[src/assert_macros.svh]
// Assertion macros shared by the deframer RTL.
// Depends on nothing; the including module supplies clock and reset.
`ifndef ASSERT_MACROS_SVH
`define ASSERT_MACROS_SVH

// property must hold at every clock edge outside reset
`define ASSERT_CLK(lbl, prop, msg) \
   lbl: assert property (@(posedge clock) disable iff (reset) (prop)) else $error(msg);

// condition must never be true outside reset
`define ASSERT_NEVER(lbl, cond, msg) \
   lbl: assert property (@(posedge clock) disable iff (reset) !(cond)) else $error(msg);

`endif

[src/frd_pkg.sv]
// Types, record codes and field widths for the flash record deframer.
// Depends on nothing; used by flash_record_deframer_core.
package frd_pkg;

   localparam logic [31:0] START_BIT      = 32'h8000_0000;
   localparam logic [31:0] ERASED_WORD    = 32'hffff_ffff;
   localparam int          TYPE_LSB       = 26;
   localparam logic [4:0]  RT_MASK        = 5'h1f;
   localparam logic [4:0]  TYPE_UPD_HDR   = 5'h0c;
   localparam logic [4:0]  TYPE_UPD_CHUNK = 5'h0d;
   localparam logic [4:0]  TYPE_UPD_EXEC  = 5'h0e;

   localparam int HDR_BITS  = 20 + 32 + 14 + 14;
   localparam int EXEC_BITS = 20 + 32;

   typedef enum logic [1:0] {
      KIND_HDR   = 2'd0,
      KIND_CHUNK = 2'd1,
      KIND_EXEC  = 2'd2
   } kind_type;

   typedef enum logic [1:0] {
      ST_IDLE,
      ST_FETCH,
      ST_STEP
   } state_type;

   typedef enum logic [2:0] {
      F_SEQ,
      F_VER,
      F_START,
      F_END,
      F_ADDR,
      F_BYTE
   } field_type;

   function automatic logic [5:0] field_bits(field_type f);
      logic [5:0] b;
      unique case (f)
         F_SEQ:   b = 6'd20;
         F_VER:   b = 6'd32;
         F_START: b = 6'd14;
         F_END:   b = 6'd14;
         F_ADDR:  b = 6'd13;
         F_BYTE:  b = 6'd8;
         default: b = 6'd8;
      endcase
      return b;
   endfunction

endpackage

[src/frd_ram.sv]
// Generic simple dual-port RAM: one write port, one registered read port.
// Depends on nothing.
module frd_ram #(
   parameter int WIDTH = 31,
   parameter int DEPTH = 40
) (
   input  logic                     clock,
   input  logic                     wr_en,
   input  logic [$clog2(DEPTH)-1:0] wr_addr,
   input  logic [WIDTH-1:0]         wr_data,
   input  logic                     rd_en,
   input  logic [$clog2(DEPTH)-1:0] rd_addr,
   output logic [WIDTH-1:0]         rd_data
);

   logic [WIDTH-1:0] mem_ff [DEPTH];
   logic [WIDTH-1:0] rd_data_ff;

   always_ff @(posedge clock) begin
      if (wr_en) begin
         mem_ff[wr_addr] <= wr_data;
      end
      if (rd_en) begin
         rd_data_ff <= mem_ff[rd_addr];
      end
   end

   assign rd_data = rd_data_ff;

endmodule

[src/flash_record_deframer_core.sv]
// Flash record deframer top level: record buffer, bit-field sequencer, result register.
// Depends on frd_pkg, frd_ram and assert_macros.svh.
// Stalls: a word that closes no deliverable record is taken without stalling. A closing word
// then holds req_stall while the sequencer steps through each field and fetches each buffered
// word it crosses; rsp_stall can lengthen the stall.
// Reset: synchronous, no open record, enable mask all ones, buffer contents undefined.
`include "assert_macros.svh"

module flash_record_deframer_core #(
   parameter int BUFFER_WORDS = 40,
   parameter int CHUNK_BYTES  = 64,
   parameter int CHUNK_SHIFT  = 6
) (
   input  logic                  clock,
   input  logic                  reset,
   input  logic                  csr_valid,
   output logic                  csr_ready,
   input  logic [2:0]            csr_wdata,
   input  logic                  req_valid,
   output logic                  req_stall,
   input  logic [31:0]           req_flash_word,
   output logic                  rsp_valid,
   input  logic                  rsp_stall,
   output logic [1:0]            rsp_kind,
   output logic [19:0]           rsp_sequence_res,
   output logic [31:0]           rsp_version,
   output logic [19:0]           rsp_start_addr,
   output logic [19:0]           rsp_end_addr,
   output logic [18:0]           rsp_chunk_addr,
   output logic [5:0]            rsp_byte_index,
   output logic [7:0]            rsp_data_byte,
   output logic                  rsp_last
);
   import frd_pkg::*;

   localparam int ADDR_W     = $clog2(BUFFER_WORDS);
   localparam int FILL_W     = $clog2(BUFFER_WORDS + 1);
   localparam int CHUNK_BITS = 20 + 13 + 8 * CHUNK_BYTES;
   localparam int HDR_WORDS  = (HDR_BITS - TYPE_LSB + 30) / 31 + 1;
   localparam int EXEC_WORDS = (EXEC_BITS - TYPE_LSB + 30) / 31 + 1;
   localparam int DATA_WORDS = (CHUNK_BITS - TYPE_LSB + 30) / 31 + 1;

   state_type          state_ff, state_in;
   logic [FILL_W-1:0]  fill_ff, fill_in;
   logic [30:0]        first_ff, first_in;
   logic [2:0]         mask_ff, mask_in;
   logic [4:0]         rtype_ff, rtype_in;
   logic [30:0]        word_ff, word_in;
   logic [4:0]         left_ff, left_in;
   logic [ADDR_W-1:0]  pos_ff, pos_in;
   logic [5:0]         need_ff, need_in;
   logic [4:0]         ins_ff, ins_in;
   logic [31:0]        acc_ff, acc_in;
   field_type          field_ff, field_in;
   logic [5:0]         bcnt_ff, bcnt_in;
   logic [19:0]        seq_ff, seq_in;
   logic [31:0]        ver_ff, ver_in;
   logic [19:0]        start_ff, start_in;
   logic [18:0]        ca_ff, ca_in;

   logic               ov_ff, ov_in;
   kind_type           okind_ff, okind_in;
   logic [19:0]        oseq_ff, oseq_in;
   logic [31:0]        over_ff, over_in;
   logic [19:0]        osa_ff, osa_in;
   logic [19:0]        oea_ff, oea_in;
   logic [18:0]        oca_ff, oca_in;
   logic [5:0]         obi_ff, obi_in;
   logic [7:0]         odb_ff, odb_in;
   logic               olast_ff, olast_in;

   logic               ram_wr_en;
   logic               ram_rd_en;
   logic [ADDR_W-1:0]  ram_rd_addr;
   logic [30:0]        ram_rd_data;

   logic               accept;
   logic               out_free;
   logic               take_long;
   logic [4:0]         nl;
   logic [31:0]        mask_left;
   logic [31:0]        mask_need;
   logic [31:0]        piece;
   logic [31:0]        val;
   logic [4:0]         ty;
   logic               go;
   logic               emits;
   logic               last_byte;

   frd_ram #(
      .WIDTH (31),
      .DEPTH (BUFFER_WORDS)
   ) u_ram (
      .clock   (clock),
      .wr_en   (ram_wr_en),
      .wr_addr (fill_ff[ADDR_W-1:0]),
      .wr_data (req_flash_word[30:0]),
      .rd_en   (ram_rd_en),
      .rd_addr (ram_rd_addr),
      .rd_data (ram_rd_data)
   );

   assign csr_ready = 1'b1;
   assign req_stall = (state_ff != ST_IDLE);
   assign accept    = req_valid && !req_stall;
   assign out_free  = !ov_ff || !rsp_stall;

   // shared field extraction unit
   assign take_long = need_ff > {1'b0, left_ff};
   assign nl        = left_ff - need_ff[4:0];
   assign mask_left = (32'd1 << left_ff) - 32'd1;
   assign mask_need = 32'((33'd1 << need_ff) - 33'd1);
   assign piece     = take_long ? ({1'b0, word_ff} & mask_left)
                                : (({1'b0, word_ff} >> nl) & mask_need);
   assign val       = acc_ff | (piece << ins_ff);

   assign ty = first_ff[30:26] & RT_MASK;
   assign go = (fill_ff != '0) &&
               (((ty == TYPE_UPD_HDR) && mask_ff[0] && (fill_ff >= FILL_W'(HDR_WORDS))) ||
                ((ty == TYPE_UPD_CHUNK) && mask_ff[1] && (fill_ff >= FILL_W'(DATA_WORDS))) ||
                ((ty == TYPE_UPD_EXEC) && mask_ff[2] && (fill_ff >= FILL_W'(EXEC_WORDS))));

   assign emits = (field_ff == F_END) || (field_ff == F_BYTE) ||
                  ((field_ff == F_VER) && (rtype_ff == TYPE_UPD_EXEC));
   assign last_byte = (bcnt_ff == 6'(CHUNK_BYTES - 1));

   assign ram_wr_en = accept && !req_flash_word[31] && (fill_ff != '0) &&
                      (fill_ff < FILL_W'(BUFFER_WORDS));

   always_comb begin
      state_in  = state_ff;
      fill_in   = fill_ff;
      first_in  = first_ff;
      mask_in   = mask_ff;
      rtype_in  = rtype_ff;
      word_in   = word_ff;
      left_in   = left_ff;
      pos_in    = pos_ff;
      need_in   = need_ff;
      ins_in    = ins_ff;
      acc_in    = acc_ff;
      field_in  = field_ff;
      bcnt_in   = bcnt_ff;
      seq_in    = seq_ff;
      ver_in    = ver_ff;
      start_in  = start_ff;
      ca_in     = ca_ff;
      ov_in     = ov_ff && rsp_stall;
      okind_in  = okind_ff;
      oseq_in   = oseq_ff;
      over_in   = over_ff;
      osa_in    = osa_ff;
      oea_in    = oea_ff;
      oca_in    = oca_ff;
      obi_in    = obi_ff;
      odb_in    = odb_ff;
      olast_in  = olast_ff;
      ram_rd_en   = 1'b0;
      ram_rd_addr = pos_ff + ADDR_W'(1);

      if (csr_valid && csr_ready) begin
         mask_in = csr_wdata;
      end

      unique case (state_ff)
         ST_IDLE: begin
            if (accept) begin
               if (req_flash_word[31]) begin
                  if (go) begin
                     rtype_in = ty;
                     word_in  = first_ff;
                     left_in  = 5'(TYPE_LSB);
                     pos_in   = '0;
                     field_in = F_SEQ;
                     need_in  = field_bits(F_SEQ);
                     acc_in   = '0;
                     ins_in   = '0;
                     state_in = ST_STEP;
                  end
                  first_in = req_flash_word[30:0];
                  fill_in  = (req_flash_word == ERASED_WORD) ? '0 : FILL_W'(1);
               end else if (ram_wr_en) begin
                  fill_in = fill_ff + FILL_W'(1);
               end
            end
         end
         ST_FETCH: begin
            word_in  = ram_rd_data;
            state_in = ST_STEP;
         end
         ST_STEP: begin
            if (take_long) begin
               acc_in    = val;
               ins_in    = ins_ff + left_ff;
               need_in   = need_ff - {1'b0, left_ff};
               left_in   = 5'd31;
               pos_in    = pos_ff + ADDR_W'(1);
               ram_rd_en = 1'b1;
               state_in  = ST_FETCH;
            end else if (!emits || out_free) begin
               left_in = nl;
               acc_in  = '0;
               ins_in  = '0;
               unique case (field_ff)
                  F_SEQ: begin
                     seq_in = val[19:0];
                     if (rtype_ff == TYPE_UPD_CHUNK) begin
                        field_in = F_ADDR;
                        need_in  = field_bits(F_ADDR);
                     end else begin
                        field_in = F_VER;
                        need_in  = field_bits(F_VER);
                     end
                  end
                  F_VER: begin
                     ver_in = val;
                     if (rtype_ff == TYPE_UPD_EXEC) begin
                        ov_in    = 1'b1;
                        okind_in = KIND_EXEC;
                        oseq_in  = seq_ff;
                        over_in  = val;
                        osa_in   = '0;
                        oea_in   = '0;
                        oca_in   = '0;
                        obi_in   = '0;
                        odb_in   = '0;
                        olast_in = 1'b1;
                        state_in = ST_IDLE;
                     end else begin
                        field_in = F_START;
                        need_in  = field_bits(F_START);
                     end
                  end
                  F_START: begin
                     start_in = 20'(val[13:0]) << CHUNK_SHIFT;
                     field_in = F_END;
                     need_in  = field_bits(F_END);
                  end
                  F_END: begin
                     ov_in    = 1'b1;
                     okind_in = KIND_HDR;
                     oseq_in  = seq_ff;
                     over_in  = ver_ff;
                     osa_in   = start_ff;
                     oea_in   = 20'(val[13:0]) << CHUNK_SHIFT;
                     oca_in   = '0;
                     obi_in   = '0;
                     odb_in   = '0;
                     olast_in = 1'b1;
                     state_in = ST_IDLE;
                  end
                  F_ADDR: begin
                     ca_in    = 19'(val[12:0]) << CHUNK_SHIFT;
                     bcnt_in  = '0;
                     field_in = F_BYTE;
                     need_in  = field_bits(F_BYTE);
                  end
                  F_BYTE: begin
                     ov_in    = 1'b1;
                     okind_in = KIND_CHUNK;
                     oseq_in  = seq_ff;
                     over_in  = '0;
                     osa_in   = '0;
                     oea_in   = '0;
                     oca_in   = ca_ff;
                     obi_in   = bcnt_ff;
                     odb_in   = val[7:0];
                     olast_in = last_byte;
                     bcnt_in  = bcnt_ff + 6'd1;
                     need_in  = field_bits(F_BYTE);
                     if (last_byte) begin
                        state_in = ST_IDLE;
                     end
                  end
                  default: begin
                     state_in = ST_IDLE;
                  end
               endcase
            end
         end
         default: begin
            state_in = ST_IDLE;
         end
      endcase
   end

   always_ff @(posedge clock) begin
      if (reset) begin
         state_ff <= ST_IDLE;
         fill_ff  <= '0;
         mask_ff  <= 3'b111;
         ov_ff    <= 1'b0;
      end else begin
         state_ff <= state_in;
         fill_ff  <= fill_in;
         mask_ff  <= mask_in;
         ov_ff    <= ov_in;
      end
   end

   always_ff @(posedge clock) begin
      first_ff <= first_in;
      rtype_ff <= rtype_in;
      word_ff  <= word_in;
      left_ff  <= left_in;
      pos_ff   <= pos_in;
      need_ff  <= need_in;
      ins_ff   <= ins_in;
      acc_ff   <= acc_in;
      field_ff <= field_in;
      bcnt_ff  <= bcnt_in;
      seq_ff   <= seq_in;
      ver_ff   <= ver_in;
      start_ff <= start_in;
      ca_ff    <= ca_in;
      okind_ff <= okind_in;
      oseq_ff  <= oseq_in;
      over_ff  <= over_in;
      osa_ff   <= osa_in;
      oea_ff   <= oea_in;
      oca_ff   <= oca_in;
      obi_ff   <= obi_in;
      odb_ff   <= odb_in;
      olast_ff <= olast_in;
   end

   assign rsp_valid        = ov_ff;
   assign rsp_kind         = okind_ff;
   assign rsp_sequence_res = oseq_ff;
   assign rsp_version      = over_ff;
   assign rsp_start_addr   = osa_ff;
   assign rsp_end_addr     = oea_ff;
   assign rsp_chunk_addr   = oca_ff;
   assign rsp_byte_index   = obi_ff;
   assign rsp_data_byte    = odb_ff;
   assign rsp_last         = olast_ff;

   `ASSERT_CLK(a_fill_bound, fill_ff <= FILL_W'(BUFFER_WORDS), "fill count past buffer depth")
   `ASSERT_CLK(a_chunk_last,
               (rsp_valid && (rsp_kind == KIND_CHUNK) && rsp_last) |->
               (rsp_byte_index == 6'(CHUNK_BYTES - 1)),
               "chunk last flag on wrong byte")
   `ASSERT_CLK(a_rsp_from_step,
               (ov_ff && !$past(ov_ff && rsp_stall) && !$past(reset)) |->
               ($past(state_ff) == ST_STEP),
               "result loaded outside field step")
   `ASSERT_NEVER(a_append_while_busy, ram_wr_en && (state_ff != ST_IDLE), "buffer written during record parse")

endmodule
[config.mk]
export PLATFORM = sky130hd
export DESIGN_NAME = flash_record_deframer_core
export DESIGN_NICKNAME = d
export VERILOG_FILES = /design/src/frd_pkg.sv /design/src/frd_ram.sv /design/src/flash_record_deframer_core.sv
export VERILOG_INCLUDE_DIRS = /design/src /design/src/src
export SDC_FILE = /design/constraint.sdc
export NUM_CORES = 2
export LEC_CHECK = 0
export BUFFER_PORTS_ARGS = -buffer_cell sky130_fd_sc_hd__buf_2
export CAP_MARGIN = 30
export CELL_PAD_IN_SITES_DETAIL_PLACEMENT = 1
export CELL_PAD_IN_SITES_GLOBAL_PLACEMENT = 1
export CORE_ASPECT_RATIO = 0.9
export CORE_UTILIZATION = 30
export CTS_BUF_LIST = sky130_fd_sc_hd__clkbuf_8
export DETAILED_ROUTE_END_ITERATION = 12
export PLACE_DENSITY_LB_ADDON = 0.1
export SLEW_MARGIN = 10
export SYNTH_ARGS = -nofsm -noshare
export SYNTH_HDL_FRONTEND = slang
export SYNTH_SLANG_ARGS = --single-unit
export TNS_END_PERCENT = 50
[constraint.sdc]
create_clock -name clock -period 13.8 [get_ports clock]
set_clock_uncertainty 0.15 [all_clocks]
set_input_delay 0.69 -clock clock [delete_from_list [all_inputs] [get_ports clock]]
set_output_delay 0.69 -clock clock [all_outputs]
set_load 0.1 [all_outputs]
==> summary.md <==
| Metric | Value |
|---|---|
| Cell area after technology mapping | between 60000 and 70000 um^2 |
| Top delay family on crit path | compound AO/OA/AOI/OAI gates |
| Synthesized instance count | ~3600 |
| Half-perimeter wire length of the detailed placement result | approximately 130000 um |
| Worst path max stage delay | ~0.75 ns |
| Achievable Freq | about 170 MHz |
| Number of distinct standard cells referenced by the synthesized netlist | between 100 and 150 |
| VDD IR max | between 0.09 and 0.1 mV |
| Most used cell, CP | inv_1 |
| Library cell contributing the largest single delay on the critical path | edfxtp_1 |
| Largest fanout of any net on the critical path | 25 |
| Number of vias per cell | about 5.1 |
| First-pass GRT wire length | 306000 um |
| Signed area change from the synthesized netlist to the final layout | 15.6% |
| EDFF count, synth | 1590 |
| Crit path capture type | register |
| Port buffer count | 151 |
| Worst min-delay path class | in2reg |
| TritonCTS clock tree | done |
| Power per standard cell area | 125 nW/um^2 |
| CTS HTree Levels | 5 |
| Remaining antenna violation count | 0 |
| Proportion of layout cells with a drive suffix above 1 | 0.284 |
| Number of nets in the finished design | roughly 4000 |
| Hold path endpoint | u_ram.mem_ff[4][22] |
| Critical register-to-register path startpoint | left_ff[0] |
| Top cells by instance count after synthesis | edfxtp_1, mux4_2, nor2_1, clkbuf_1, nand2_1 |
| Normalized max-slew margin | 0.325 |
| Count of unresolved DRC violations after routing | 0 |
| Setup repair after global routing missed its margin | no |
| Synth area leader | edfxtp_1 |
| Share of async-settable or async-resettable flops after synthesis | 0 |
| Root Driver | clkbuf_8 |
| Final Critical Period | about 5.9 ns |
| Post-CTS clock slew at the launch and capture registers of the worst setup and hold paths | ~0.070 ns |
| Initial antenna violation count | 10 |
| Sequential fraction of the synthesis area | 0.718 |
| Warnings from Yosys | 0 |
| Clock buffer depth | 4 |
| CTS Buf Count | between 300 and 400 |
| RD Place Congestion | about 0.87 |
| Via count of the routed design | about 37000 |
| Setup TNS after final layout | 0 ns |
| Count of fill cells added during filler insertion | between 20000 and 25000 |
| Number of register bits inferred by synthesis | about 1600 |
| Ranking of synthesized cells by area | edfxtp_1, mux4_2, mux2i_1 |
| Critical Path AT | between 6 and 7 ns |
| Hold Fails Final Rpt | 0 |
| Number of top-level pins | 171 |
| Number of rows in the core area | between 150 and 200 |
| Share of the synthesized area in the top cell type | 0.714 |
| Max Transition Viols Final | 0 |
| Final routed wirelength across all metal layers | about 220000 um |
| Data required, critical path | between 10 and 15 ns |
| Initial Util | 0.301 |
| Total of endpoints with negative setup slack in the final report | 0 |
| Max-capacitance violation count | 0 |
| Post-route fraction of the period consumed by the critical path | 0.426 |
| Worst hold-check slack | between 0.1 and 0.15 ns |
| Type of origin of the critical path | register |
| Worst-path cell chain | inv_1 -> ha_2 -> inv_1 -> fa_1 -> buf_4 -> inv_1 -> mux4_2 -> a21oi_1 -> o21ai_0 -> a22oi_1 -> o22ai_1 -> a2111oi_0 -> o21ai_0 -> a32oi_1 -> a22o_1 |
| Mean post-synth cell area | approximately 19 um^2 |
| Clock insertion delay at the later pin of the skew report | 1.00 ns |
| Iteration count of the initial detailed-routing pass | 7 |
| DIE HEIGHT | 450 um |
| Total global routing track utilization | 0.192 |
| Number of global-route vias before repair | a little under 40000 |
| Iteration-0 DRC count of the detailed router | between 2000 and 3000 |
| WL/cell | roughly 30 um |
| Post-cts sizing count | 0 |
| Number of stages on the worst hold path | 2 |
| Worst r2r dst | rsp_version[19] |
| Run status | complete, no violations |
| Buf/Inv on CP | 4 |
| Startpoint of the worst hold path | req_flash_word[22] |
| Area of the die | about 220000 um^2 |
| Aggregate global routing overflow | 0 |
| Register-to-register path setup slack | 7.92 ns |
| Top flip-flop cell by instance count after synthesis | edfxtp_1 |
| Setup CP Type | reg2reg |
| Die X-Extent | around 500 um |
| Core area | between 200000 and 250000 um^2 |
| Dominant cell by count in the synthesized netlist | edfxtp_1 |
| Leak | approximately 25 nW |
| Pin count of the biggest net entering global routing | 81 |
| Sinks on Clock Net | about 1600 |
| Slew at the pin closest to its max-slew limit | a little over 1 ns |
| Path depth of the worst reg2reg path | 15 |
## placed cells by master (no fill, tap or decap), drive strengths merged, types with 11 or more instances in the layout
cell | netlist | layout
clkbuf | 140 | 312
dfxtp | 12 | 12
o211ai | 27 | 27
nor4 | 14 | 14
conb | 2 | 19
nor3b | 11 | 11
o221ai | 12 | 12
o32ai | 12 | 12
mux2i | 81 | 81
nand3 | 65 | 65
nand2 | 110 | 110
a221oi | 11 | 11
and3 | 20 | 20
nand4 | 14 | 14
o311ai | 13 | 13
and2 | 60 | 60
a31oi | 16 | 16
xor2 | 17 | 17
edfxtp | 1590 | 1590
dlygate4sd3 | 0 | 13
a21oi | 86 | 86
mux2 | 47 | 47
o22ai | 19 | 19
o21ai | 103 | 103
inv | 55 | 148
clkinv | 3 | 88
buf | 97 | 298
nand2b | 12 | 12
nor3 | 40 | 40
o31ai | 21 | 21
or2 | 11 | 11
o2111ai | 11 | 11
nor2 | 187 | 187
nor2b | 49 | 49
a22o | 14 | 14
mux4 | 402 | 402
a211oi | 42 | 42
ha | 20 | 20
## routing by layer
| layer | vias to the layer above | global-route usage | wire, um |
|---|---|---|---|
| li1 | 15500 | - | - |
| met1 | 20000 | 0.281 | 103000 |
| met2 | 862 | 0.295 | 99400 |
| met3 | 313 | 0.0310 | 9190 |
| met4 | 4 | 0.0501 | 4540 |
| met5 | - | 0 | 27 |
## kinds of logic (layout without fill, tap and decap cells)
kind of cell,count (synthesis),count (layout),share of synthesized area
buffers and inverters,295,870,0.0207
AO/OA/AOI/OAI,480,480,0.0506
adder cells (fa/ha/maj),23,23,0.00464
AND/OR/NAND/NOR,626,626,0.0469
multiplexers,530,530,0.156
XOR/XNOR,27,27,0.00376
flip-flops,1602,1602,0.718
other,2,26,0.000112
## worst max path at each step
stage,slack [ns],end,depth (start not counted),from
floorplan,2.39,rsp_byte_index[0],13,left_ff[3]
global placement,7.93,rsp_version[12],15,left_ff[0]
detailed placement,7.92,acc_ff[12],15,left_ff[0]
CTS,7.86,acc_ff[12],15,left_ff[0]
global route,7.57,rsp_version[19],13,need_ff[1]
finish,7.92,rsp_version[19],15,left_ff[0]
## sequential cells by signal (all words and copies together), names as in the netlist, 20 cells and up
name	flops
u_ram.mem_ff	1240
acc_ff	32
rsp_version	32
ver_ff	32
first_ff	31
u_ram.rd_data	31
word_ff	31
rsp_sequence_res	20
seq_ff	20
## where the power goes
group          internal [mW]  total, mW  switching, mW
combinational         0.0255      0.145          0.119
clock                   2.17       4.18           2.01
sequential              5.34       5.35        0.00460
total                   7.54       9.67           2.13
## repair_timing
action                                 in CTS  in global routing
hold buffers                               13                  0
endpoints found under the hold margin      48                  0
buffers inserted                            0                  0
## cell type report
cell class	instances	area (um^2)	share of cell area
Antenna cell	7	17.5	0.000227
Clock buffer	312	4290	0.0555
Clock inverter	189	902	0.0117
Inverter	58	218	0.00282
Multi-Input combinational cell	1705	18000	0.233
Sequential cell	1602	48000	0.621
Tap cell	2988	3740	0.0484
Timing Repair Buffer	311	2160	0.0279
## metrics by stage
step	instance area [um^2]	worst slack (ns)	instances	power (mW)	util
2_1_floorplan	66900	2.39	3602	5.50	-
3_3_place_gp	71700	7.93	6635	5.59	0.323
3_5_place_dp	71900	7.92	6647	5.59	0.324
4_1_cts	77200	7.86	7161	9.83	0.348
5_1_grt	77300	7.57	7170	10.0	0.348
6_report	77300	7.92	7172	9.67	0.349
Note: power is estimated with default switching activity, not from simulation.
